**config.mk**
```make
export PLATFORM = sky130hd
export DESIGN_NAME = arp_cache_table_with_aging
export DESIGN_NICKNAME = d
export VERILOG_FILES = /design/src/rtl/arpc_pkg.sv /design/src/rtl/arpc_ram.sv /design/src/rtl/arpc_match_unit.sv /design/src/rtl/arp_cache_table_with_aging.sv
export VERILOG_INCLUDE_DIRS = /design/src /design/src/rtl
export SDC_FILE = /design/constraint.sdc
export NUM_CORES = 2
export LEC_CHECK = 0
export ABC_CLOCK_PERIOD_IN_PS = 30500
export BUFFER_PORTS_ARGS = -buffer_cell sky130_fd_sc_hd__buf_2
export CORE_ASPECT_RATIO = 0.9
export CORE_MARGIN = 2
export CORE_UTILIZATION = 25
export DETAILED_ROUTE_END_ITERATION = 7
export MAX_ROUTING_LAYER = met4
export PLACE_DENSITY = 0.43
export SETUP_SLACK_MARGIN = 0.02
export SLEW_MARGIN = 20
export SYNTH_ARGS = -nofsm -noshare
export SYNTH_HDL_FRONTEND = slang
export SYNTH_HIERARCHICAL = 1
export SYNTH_SLANG_ARGS = --single-unit
```
**constraint.sdc**
```tcl
create_clock -name clk -period 30.5 [get_ports clk]
set_input_delay 1.525 -clock clk [delete_from_list [all_inputs] [get_ports clk]]
set_output_delay 1.525 -clock clk [all_outputs]
set_load 0.1 [all_outputs]
```
**src/rtl/arp_cache_table_with_aging_macros.svh**
```systemverilog
// Assertion macros for the ARP cache table with aging.
// Included by the RTL files that carry concurrent checks; no other dependencies.
`ifndef ARP_CACHE_TABLE_WITH_AGING_MACROS_SVH
`define ARP_CACHE_TABLE_WITH_AGING_MACROS_SVH

`ifndef NO_ASSERTIONS
// Check a property on every rising clock edge outside reset.
`define ARPC_ASSERT(label, clk, rst_n, prop, msg) \
    label: assert property (@(posedge clk) disable iff (!rst_n) (prop)) else $error(msg);
// Check that a condition never holds outside reset.
`define ARPC_NEVER(label, clk, rst_n, cond, msg) \
    label: assert property (@(posedge clk) disable iff (!rst_n) !(cond)) else $error(msg);
`else
`define ARPC_ASSERT(label, clk, rst_n, prop, msg)
`define ARPC_NEVER(label, clk, rst_n, cond, msg)
`endif

`endif

```
**src/rtl/arpc_pkg.sv**
```systemverilog
// Shared constants and types for the ARP cache table with aging.
// No dependencies; imported by arpc_match_unit, the top level and the testbench.
package arpc_pkg;

    localparam int DEPTH     = 32;
    localparam int MAC_BYTES = 6;
    localparam int IDX_W     = $clog2(DEPTH);
    localparam int CNT_W     = $clog2(DEPTH + 1);
    localparam int IP_W      = 32;
    localparam int MAC_W     = MAC_BYTES * 8;
    localparam int TIME_W    = 32;
    localparam int REMOVED_W = 6;
    localparam int STATUS_W  = 2;
    localparam int MODE_W    = 2;

    localparam logic [TIME_W-1:0] AGE_LIMIT_RESET = TIME_W'(15);

    localparam logic [MODE_W-1:0] MODE_INSERT = 2'd0;
    localparam logic [MODE_W-1:0] MODE_LOOKUP = 2'd1;
    localparam logic [MODE_W-1:0] MODE_POP    = 2'd2;
    localparam logic [MODE_W-1:0] MODE_AGE    = 2'd3;

    localparam logic [STATUS_W-1:0] STATUS_OK   = 2'd0;
    localparam logic [STATUS_W-1:0] STATUS_MISS = 2'd1;
    localparam logic [STATUS_W-1:0] STATUS_FULL = 2'd2;

    typedef struct packed {
        logic [IP_W-1:0]   ip;
        logic [MAC_W-1:0]  mac;
        logic [TIME_W-1:0] stamp;
    } entry_t;

    localparam int ENTRY_W = $bits(entry_t);

endpackage

```
**src/rtl/arpc_ram.sv**
```systemverilog
// Generic single-write, single-read RAM with registered read data.
// Holds the cache entries; no package dependencies.
module arpc_ram #(
    parameter int WIDTH = 8,
    parameter int DEPTH = 32
) (
    input  logic                     clk,
    input  logic                     we,
    input  logic [$clog2(DEPTH)-1:0] waddr,
    input  logic [WIDTH-1:0]         wdata,
    input  logic [$clog2(DEPTH)-1:0] raddr,
    output logic [WIDTH-1:0]         rdata
);

    logic [WIDTH-1:0] mem [DEPTH];

    always_ff @(posedge clk)
    begin
        if (we)
        begin
            mem[waddr] <= wdata;
        end
    end

    always_ff @(posedge clk)
    begin
        rdata <= mem[raddr];
    end

endmodule

```
**src/rtl/arpc_match_unit.sv**
```systemverilog
// Shared compare unit: IP match for lookups, age test for sweeps.
// Depends on arpc_pkg for the entry type and field widths.
module arpc_match_unit
    import arpc_pkg::*;
(
    input  entry_t            entry,
    input  logic [IP_W-1:0]   key_ip,
    input  logic [TIME_W-1:0] now,
    input  logic [TIME_W-1:0] limit,
    input  logic              sel_age,
    output logic              flag
);

    logic [TIME_W-1:0] age;

    // Age wraps modulo 2^32.
    assign age  = now - entry.stamp;
    assign flag = sel_age ? (age >= limit) : (entry.ip == key_ip);

endmodule

```
**src/rtl/arp_cache_table_with_aging.sv**
```systemverilog
// Top level of the ARP cache table with aging: sequencer, counters, result registers.
// Depends on arpc_pkg, arpc_ram, arpc_match_unit and the assertion macro header.
//
// Usage: drive mode, ip_addr, mac_addr and time_now with start high; the
// transaction is taken at a rising edge where start is high and busy is low.
// Each transaction gives exactly one result, shown on status, found_ip,
// found_mac, found_stamp and removed_count for one cycle while done is high.
// The receiver cannot stall; the result must be captured in that cycle.
// Insert, insert when full, and a pop or lookup of an empty table finish
// straight from idle. A pop reads the newest entry in S_POP. A lookup probes
// up to N entries newest first, N being the entries held, and stops at the
// first IP match. An age sweep probes all N entries, or finishes straight from
// idle when the table is empty. Each entry probe uses the entry RAM's single
// read port in a read state, then the shared compare unit in a check state.
// busy stays high until done. age_limit is written through cfg_we and
// cfg_wdata; the user must write it only while the block is idle, as the
// block does not enforce this. Reset empties the table and loads an age limit
// of 15; entry contents are not cleared, the entry count alone marks what is valid.
`include "arp_cache_table_with_aging_macros.svh"

module arp_cache_table_with_aging
    import arpc_pkg::*;
(
    input  logic                 clk,
    input  logic                 rst_n,
    input  logic                 start,
    output logic                 busy,
    input  logic [MODE_W-1:0]    mode,
    input  logic [IP_W-1:0]      ip_addr,
    input  logic [MAC_W-1:0]     mac_addr,
    input  logic [TIME_W-1:0]    time_now,
    input  logic                 cfg_we,
    input  logic [TIME_W-1:0]    cfg_wdata,
    output logic                 done,
    output logic [STATUS_W-1:0]  status,
    output logic [IP_W-1:0]      found_ip,
    output logic [MAC_W-1:0]     found_mac,
    output logic [TIME_W-1:0]    found_stamp,
    output logic [REMOVED_W-1:0] removed_count
);

    localparam logic [2:0] S_IDLE   = 3'd0;
    localparam logic [2:0] S_LK_RD  = 3'd1;
    localparam logic [2:0] S_LK_CHK = 3'd2;
    localparam logic [2:0] S_POP    = 3'd3;
    localparam logic [2:0] S_SW_RD  = 3'd4;
    localparam logic [2:0] S_SW_CHK = 3'd5;

    logic [2:0]           state_reg, state_next;
    logic [CNT_W-1:0]     total_reg, total_next;
    logic [CNT_W-1:0]     keep_reg, keep_next;
    logic [IDX_W-1:0]     idx_reg, idx_next;
    logic [IP_W-1:0]      key_ip_reg, key_ip_next;
    logic [TIME_W-1:0]    now_reg, now_next;
    logic [TIME_W-1:0]    age_limit_reg;

    logic                 done_reg, done_next;
    logic [STATUS_W-1:0]  status_reg, status_next;
    logic [IP_W-1:0]      found_ip_reg, found_ip_next;
    logic [MAC_W-1:0]     found_mac_reg, found_mac_next;
    logic [TIME_W-1:0]    found_stamp_reg, found_stamp_next;
    logic [REMOVED_W-1:0] removed_reg, removed_next;

    logic                 ram_we;
    logic [IDX_W-1:0]     ram_waddr;
    logic [ENTRY_W-1:0]   ram_wdata;
    logic [IDX_W-1:0]     ram_raddr;
    logic [ENTRY_W-1:0]   ram_rdata;
    entry_t               rd_entry;
    entry_t               new_entry;

    logic                 unit_sel_age;
    logic                 unit_flag;
    logic                 accept;
    logic                 sweep_last;
    logic [CNT_W-1:0]     keep_inc;

    assign accept    = start && !busy;
    assign rd_entry  = entry_t'(ram_rdata);
    assign new_entry = '{ip: ip_addr, mac: mac_addr, stamp: time_now};

    arpc_ram #(
        .WIDTH (ENTRY_W),
        .DEPTH (DEPTH)
    ) u_ram (
        .clk   (clk),
        .we    (ram_we),
        .waddr (ram_waddr),
        .wdata (ram_wdata),
        .raddr (ram_raddr),
        .rdata (ram_rdata)
    );

    arpc_match_unit u_match (
        .entry   (rd_entry),
        .key_ip  (key_ip_reg),
        .now     (now_reg),
        .limit   (age_limit_reg),
        .sel_age (unit_sel_age),
        .flag    (unit_flag)
    );

    assign unit_sel_age = (state_reg == S_SW_CHK);
    assign keep_inc     = keep_reg + CNT_W'(!unit_flag);
    assign sweep_last   = ((CNT_W'(idx_reg) + CNT_W'(1)) == total_reg);

    always_comb
    begin
        state_next       = state_reg;
        total_next       = total_reg;
        keep_next        = keep_reg;
        idx_next         = idx_reg;
        key_ip_next      = key_ip_reg;
        now_next         = now_reg;
        done_next        = 1'b0;
        status_next      = STATUS_OK;
        found_ip_next    = '0;
        found_mac_next   = '0;
        found_stamp_next = '0;
        removed_next     = '0;
        ram_we           = 1'b0;
        ram_waddr        = total_reg[IDX_W-1:0];
        ram_wdata        = ENTRY_W'(new_entry);
        // In idle, point at the newest entry so the registered read data holds it when a pop reaches S_POP.
        ram_raddr        = IDX_W'(total_reg - CNT_W'(1));

        unique case (state_reg)
            S_IDLE:
            begin
                if (accept)
                begin
                    key_ip_next = ip_addr;
                    now_next    = time_now;
                    unique case (mode)
                        MODE_INSERT:
                        begin
                            done_next = 1'b1;
                            if (total_reg >= CNT_W'(DEPTH))
                            begin
                                status_next = STATUS_FULL;
                            end
                            else
                            begin
                                ram_we     = 1'b1;
                                total_next = total_reg + CNT_W'(1);
                            end
                        end
                        MODE_LOOKUP:
                        begin
                            if (total_reg == '0)
                            begin
                                done_next   = 1'b1;
                                status_next = STATUS_MISS;
                            end
                            else
                            begin
                                idx_next   = IDX_W'(total_reg - CNT_W'(1));
                                state_next = S_LK_RD;
                            end
                        end
                        MODE_POP:
                        begin
                            if (total_reg == '0)
                            begin
                                done_next   = 1'b1;
                                status_next = STATUS_MISS;
                            end
                            else
                            begin
                                total_next = total_reg - CNT_W'(1);
                                state_next = S_POP;
                            end
                        end
                        MODE_AGE:
                        begin
                            if (total_reg == '0)
                            begin
                                done_next = 1'b1;
                            end
                            else
                            begin
                                idx_next   = '0;
                                keep_next  = '0;
                                state_next = S_SW_RD;
                            end
                        end
                        default:
                        begin
                            done_next = 1'b0;
                        end
                    endcase
                end
            end
            S_LK_RD:
            begin
                ram_raddr  = idx_reg;
                state_next = S_LK_CHK;
            end
            S_LK_CHK:
            begin
                if (unit_flag)
                begin
                    done_next        = 1'b1;
                    found_ip_next    = rd_entry.ip;
                    found_mac_next   = rd_entry.mac;
                    found_stamp_next = rd_entry.stamp;
                    state_next       = S_IDLE;
                end
                else if (idx_reg == '0)
                begin
                    done_next   = 1'b1;
                    status_next = STATUS_MISS;
                    state_next  = S_IDLE;
                end
                else
                begin
                    idx_next   = idx_reg - IDX_W'(1);
                    state_next = S_LK_RD;
                end
            end
            S_POP:
            begin
                done_next        = 1'b1;
                found_ip_next    = rd_entry.ip;
                found_mac_next   = rd_entry.mac;
                found_stamp_next = rd_entry.stamp;
                state_next       = S_IDLE;
            end
            S_SW_RD:
            begin
                ram_raddr  = idx_reg;
                state_next = S_SW_CHK;
            end
            S_SW_CHK:
            begin
                // Compact survivors down to the keep pointer, order preserved.
                if (!unit_flag)
                begin
                    ram_we    = 1'b1;
                    ram_waddr = keep_reg[IDX_W-1:0];
                    ram_wdata = ram_rdata;
                end
                keep_next = keep_inc;
                if (sweep_last)
                begin
                    done_next    = 1'b1;
                    removed_next = REMOVED_W'(total_reg - keep_inc);
                    total_next   = keep_inc;
                    state_next   = S_IDLE;
                end
                else
                begin
                    idx_next   = idx_reg + IDX_W'(1);
                    state_next = S_SW_RD;
                end
            end
            default:
            begin
                state_next = S_IDLE;
            end
        endcase
    end

    always_ff @(posedge clk or negedge rst_n)
    begin
        if (!rst_n)
        begin
            state_reg     <= S_IDLE;
            total_reg     <= '0;
            done_reg      <= 1'b0;
            age_limit_reg <= AGE_LIMIT_RESET;
        end
        else
        begin
            state_reg <= state_next;
            total_reg <= total_next;
            done_reg  <= done_next;
            if (cfg_we)
            begin
                age_limit_reg <= cfg_wdata;
            end
        end
    end

    always_ff @(posedge clk)
    begin
        keep_reg        <= keep_next;
        idx_reg         <= idx_next;
        key_ip_reg      <= key_ip_next;
        now_reg         <= now_next;
        status_reg      <= status_next;
        found_ip_reg    <= found_ip_next;
        found_mac_reg   <= found_mac_next;
        found_stamp_reg <= found_stamp_next;
        removed_reg     <= removed_next;
    end

    assign busy          = (state_reg != S_IDLE);
    assign done          = done_reg;
    assign status        = status_reg;
    assign found_ip      = found_ip_reg;
    assign found_mac     = found_mac_reg;
    assign found_stamp   = found_stamp_reg;
    assign removed_count = removed_reg;

    `ARPC_NEVER(a_total_bound, clk, rst_n, total_reg > CNT_W'(DEPTH), "entry count above depth")
    `ARPC_ASSERT(a_done_idle, clk, rst_n, done_reg |-> (state_reg == S_IDLE), "done while busy")
    `ARPC_ASSERT(a_accept_progress, clk, rst_n, accept |=> (busy || done_reg), "transaction lost")
    `ARPC_ASSERT(a_keep_le_idx, clk, rst_n, (state_reg == S_SW_CHK) |-> (keep_reg <= CNT_W'(idx_reg)), "keep pointer ahead of scan")
    `ARPC_ASSERT(a_full_status, clk, rst_n, (done_reg && status_reg == STATUS_FULL) |-> (total_reg == CNT_W'(DEPTH)), "full reported below depth")

endmodule

```
==> metrics.md <==
| Metric | Value |
|---|---|
| Average footprint of a synthesized cell | `19.6 um^2` |
| Number of clock sinks seen by CTS | `a little under 4000` |
| Setup repair after global routing missed its margin | `false` |
| Dpl cells | `between 15000 and 20000` |
| Adder and majority cell fraction of the synthesized area | `0.720%` |
| Clock latency at the later pin of the worst-skew pair | `1.03 ns` |
| Count of maximum capacitance violations | `0` |
| Via count of the first global-routing pass | `about 80000` |
| I/O Buffers | `~270` |
| Final net count | `between 8000 and 9000` |
| Synth Area in XOR/XNOR | `less than 1%` |
| Maximum number of pins on one net before global-route repair | `between 100 and 150` |
| Num CTS Buffers | `433` |
| Area of the placeable core | `between 0.6 and 0.7 mm^2` |
| Buffer levels on the longest clock path | `4` |
| Simple-gate portion of the synthesized area | `~2.3%` |
| Largest fanout of any net on the critical path | `46` |
| Half-perimeter wire length of the detailed placement result | `approximately 290 mm` |
| Post-detailed-route count of antenna-violating nets | `0` |
| Final cell count without fillers | `~17000` |
| Least-Margin Pin Slew | `~1.3 ns` |
| Worst setup path startpoint | `now_reg[0]` |
| Top-Level Pins | `approximately 270` |
| Type of the worst min-delay path | `reg -> reg` |
| Category of the worst setup path capture point | `flop` |
| Required time of the critical path | `a little over 30 ns` |
| Number of hold buffers added after cts | `0` |
| Complex-gate fraction of the synthesized area | `about 4.5%` |
| Clock skew after layout | `0.0925 ns` |
| Standard-cell row count | `270` |
| First-pass GRT wire length | `689 mm` |
| Number of flip-flops in the largest register | `between 3000 and 4000` |
| Cell accounting for the most synthesized area | `sky130_fd_sc_hd__edfxtp_1` |
| Final Hold Fails | `0` |
| Slew headroom | `between 15 and 20%` |
| Endpoint with the worst hold slack | `found_mac[32]` |
| Initial DRC Count | `7890` |
| Data arrival at the endpoint of the critical path | `approximately 11 ns` |
| Outcome | `complete, no violations` |
| Antenna violations before repair | `73` |
| First-pass detailed-route iteration total | `7` |
| Post-synth EDFFs | `~3700` |
| Count of pins over their slew limit | `0` |
| Aggregate negative setup slack | `0 ns` |
| Sequential area share after synthesis | `approximately three quarters` |
| Total standard cell area after synthesis | `about 0.15 mm^2` |
| Reg2Reg Setup Slack | `~20 ns` |
| Dominant cells by area after synthesis | `sky130_fd_sc_hd__edfxtp_1 (73%), sky130_fd_sc_hd__mux4_2 (6.7%), sky130_fd_sc_hd__mux2i_1 (6.0%)` |
| Critical path class | `reg -> reg` |
| Die extent in y | `about 740 um` |
| Buffer cell driving the clock tree root | `sky130_fd_sc_hd__clkbuf_16` |
| Number of cells on the worst reg-to-reg path | `27` |
| Distinct cell type count of the synthesized netlist | `80` |
| Dominant combinational cell family by area after synthesis | `multiplexers` |
| All-layer global routing usage | `between 10% and 20%` |
| Number of resized instances in the post-cts repair step | `0` |
| Startpoint of the tightest hold check path | `u_ram/rdata[64]` |
| Final instance area | `~0.18 mm^2` |
| Detail-routed net length per standard cell | `30.4 um` |
| Mapped Nets | `7926` |
| Number of remaining DRC errors | `0` |
| Minimum clock period | `10.37 ns` |
| Post-synth top cells | `sky130_fd_sc_hd__edfxtp_1 (3659), sky130_fd_sc_hd__mux2i_1 (903), sky130_fd_sc_hd__a22oi_1 (594)` |
| Last weighted congestion value of the routability-driven placer | `0.791` |
| Syn Inst Count | `between 7000 and 8000` |
| Crit share post-route | `34.0%` |
| Fraction of layout instances using a drive strength above 1 | `between 20 and 25%` |
| Maximum level of the CTS H-tree | `5` |
| Fmax | `between 90 and 100 MHz` |
| Worst reg2reg startpoint | `now_reg[0]` |
| Clock slew seen by the registers of the worst setup and hold paths | `0.06 ns` |
| Yosys top cell area share | `roughly 73%` |
| Mean number of vias per cell | `about 4.8` |
| Routed WL | `between 500 and 600 mm` |
| Flop and latch count out of synthesis | `roughly 3900` |
| Asr flop ratio synth | `roughly 1.1%` |
| Post-place instance area | `between 0.15 and 0.2 mm^2` |
| Starting density of the core | `25.1%` |
| WHS Path Cells | `1` |
| Mux cell area share after synthesis | `13.8%` |
| Die Span X | `slightly above 800 um` |
| Most repeated cell in the gate-level netlist after synthesis | `sky130_fd_sc_hd__edfxtp_1` |
| Commonest register cell after synthesis | `sky130_fd_sc_hd__edfxtp_1` |
| Type of element launching the critical path | `flop` |
| CTS tree | `built` |
| Layout Area Growth over Synthesis | `16.9%` |
| Yosys warning count | `6` |
| Overflow left after global routing | `0` |
| FILL cells | `just under 60000` |
| Post-CTS setup buffer count | `0` |
| Total number of vias | `about 79000` |
| Die area | `between 0.6 and 0.7 mm^2` |
| Critical register-to-register path endpoint | `u_ram/mem[29][60]` |
| # setup viols final | `0` |
metrics by stage:
stage | setup WS, ns | utilization, % | hold slack (ns)
6_report | 20.13 | 29.4 | 0.435
5_1_grt | 19.61 | 29.4 | 0.447
4_1_cts | 20.09 | 29.3 | 0.436
3_5_place_dp | 20.18 | 27.0 | 0.452
3_3_place_gp | 20.08 | 27.0 | 0.455
2_1_floorplan | 20.23 | - | 0.424
worst max-delay path by stage:
stage	end	cells past startpoint	slack, ns
2_1_floorplan	u_ram/mem[17][0]	24	20.23
3_3_place_gp	u_ram/mem[29][66]	27	20.08
3_5_place_dp	u_ram/mem[29][46]	27	20.18
4_1_cts	u_ram/mem[29][60]	27	20.09
5_1_grt	u_ram/mem[29][60]	27	19.61
6_report	u_ram/mem[29][60]	27	20.13
critical path, cell delays in order (launching register included):
cell and delay [ns]:
sky130_fd_sc_hd__edfxtp_1 0.36, sky130_fd_sc_hd__inv_1 0.06, sky130_fd_sc_hd__ha_1 0.18, sky130_fd_sc_hd__inv_1 0.07, sky130_fd_sc_hd__fa_1 0.42, sky130_fd_sc_hd__a21o_1 0.20, sky130_fd_sc_hd__a221o_1 0.36, sky130_fd_sc_hd__o211ai_2 0.30
sky130_fd_sc_hd__a31oi_1 0.25, sky130_fd_sc_hd__a31oi_1 0.39, sky130_fd_sc_hd__o21bai_1 0.13, sky130_fd_sc_hd__xor2_1 0.16, sky130_fd_sc_hd__ha_1 0.19, sky130_fd_sc_hd__a21o_1 0.15, sky130_fd_sc_hd__a21o_1 0.17, sky130_fd_sc_hd__a21oi_1 0.15
sky130_fd_sc_hd__o21ai_0 0.20, sky130_fd_sc_hd__a221oi_1 0.34, sky130_fd_sc_hd__o21ai_0 0.17, sky130_fd_sc_hd__buf_4 0.19, sky130_fd_sc_hd__nor2_4 0.76, sky130_fd_sc_hd__buf_4 0.86, sky130_fd_sc_hd__o21ai_0 0.34, sky130_fd_sc_hd__nand3b_1 0.77
sky130_fd_sc_hd__nor2_4 0.27, sky130_fd_sc_hd__buf_4 0.85, sky130_fd_sc_hd__buf_4 0.70, sky130_fd_sc_hd__buf_4 0.78
cells by family after synthesis:
logic type,Yosys count
xor+xnor,83
fa+ha+maj,85
simple gates,660
flops,3933
compound gates,923
buf+inv,509
mux,1498
final cells by class:
cell class	count	area [um^2]	area share (%)
inverter	92	345	0.196
multi-input combinational	3249	33400	18.9
antenna	39	97.6	0.0553
clock inverter	247	2280	1.29
sequential	3933	116000	65.5
timing repair buffer	455	3010	1.71
tap	8024	10000	5.69
clock buffer	556	11700	6.64
metal layers:
metal / track usage, % / up-vias / wire length [um]
met1: 23.0 / 43376 / 232000
met4: 3.48 / 0 / 11100
met3: 1.75 / 544 / 23700
met5: - / - / 0
li1: - / 32527 / -
met2: 26.2 / 2419 / 239000
cell usage in the layout, fill, tap and decap left out, types with 7 or more instances in the layout:
| cell | netlist | routed |
|---|---|---|
| sky130_fd_sc_hd__bufinv_16 | 0 | 33 |
| sky130_fd_sc_hd__edfxtp_1 | 3659 | 3659 |
| sky130_fd_sc_hd__dfxtp_1 | 232 | 232 |
| sky130_fd_sc_hd__clkbuf_1 | 164 | 90 |
| sky130_fd_sc_hd__o21ai_0 | 41 | 41 |
| sky130_fd_sc_hd__buf_2 | 152 | 270 |
| sky130_fd_sc_hd__nor3_1 | 15 | 10 |
| sky130_fd_sc_hd__clkbuf_16 | 0 | 441 |
| sky130_fd_sc_hd__buf_12 | 0 | 21 |
| sky130_fd_sc_hd__mux2_2 | 147 | 147 |
| sky130_fd_sc_hd__diode_2 | 0 | 39 |
| sky130_fd_sc_hd__inv_4 | 0 | 7 |
| sky130_fd_sc_hd__a21oi_1 | 68 | 68 |
| sky130_fd_sc_hd__xnor2_1 | 42 | 41 |
| sky130_fd_sc_hd__clkinv_2 | 0 | 85 |
| sky130_fd_sc_hd__nor2b_4 | 0 | 7 |
| sky130_fd_sc_hd__dfrtp_1 | 38 | 38 |
| sky130_fd_sc_hd__nor2_4 | 0 | 42 |
| sky130_fd_sc_hd__ha_1 | 82 | 82 |
| sky130_fd_sc_hd__a21o_1 | 35 | 35 |
| sky130_fd_sc_hd__mux2i_1 | 903 | 899 |
| sky130_fd_sc_hd__a31oi_1 | 70 | 70 |
| sky130_fd_sc_hd__and2_1 | 124 | 120 |
| sky130_fd_sc_hd__xor2_1 | 41 | 41 |
| sky130_fd_sc_hd__nand4_1 | 67 | 67 |
| sky130_fd_sc_hd__clkinv_4 | 0 | 7 |
| sky130_fd_sc_hd__nand3_1 | 248 | 248 |
| sky130_fd_sc_hd__inv_1 | 90 | 90 |
| sky130_fd_sc_hd__nand2_1 | 62 | 62 |
| sky130_fd_sc_hd__inv_6 | 0 | 11 |
| sky130_fd_sc_hd__clkinv_1 | 1 | 87 |
| sky130_fd_sc_hd__buf_4 | 45 | 161 |
| sky130_fd_sc_hd__nor2_1 | 77 | 35 |
| sky130_fd_sc_hd__clkbuf_8 | 0 | 25 |
| sky130_fd_sc_hd__a22oi_1 | 594 | 594 |
| sky130_fd_sc_hd__mux4_2 | 448 | 448 |
| sky130_fd_sc_hd__a22o_1 | 62 | 62 |
Power is left out: the tool's default activity adds up to more than one toggle a clock period on the data nets, which glitch-free logic cannot reach.
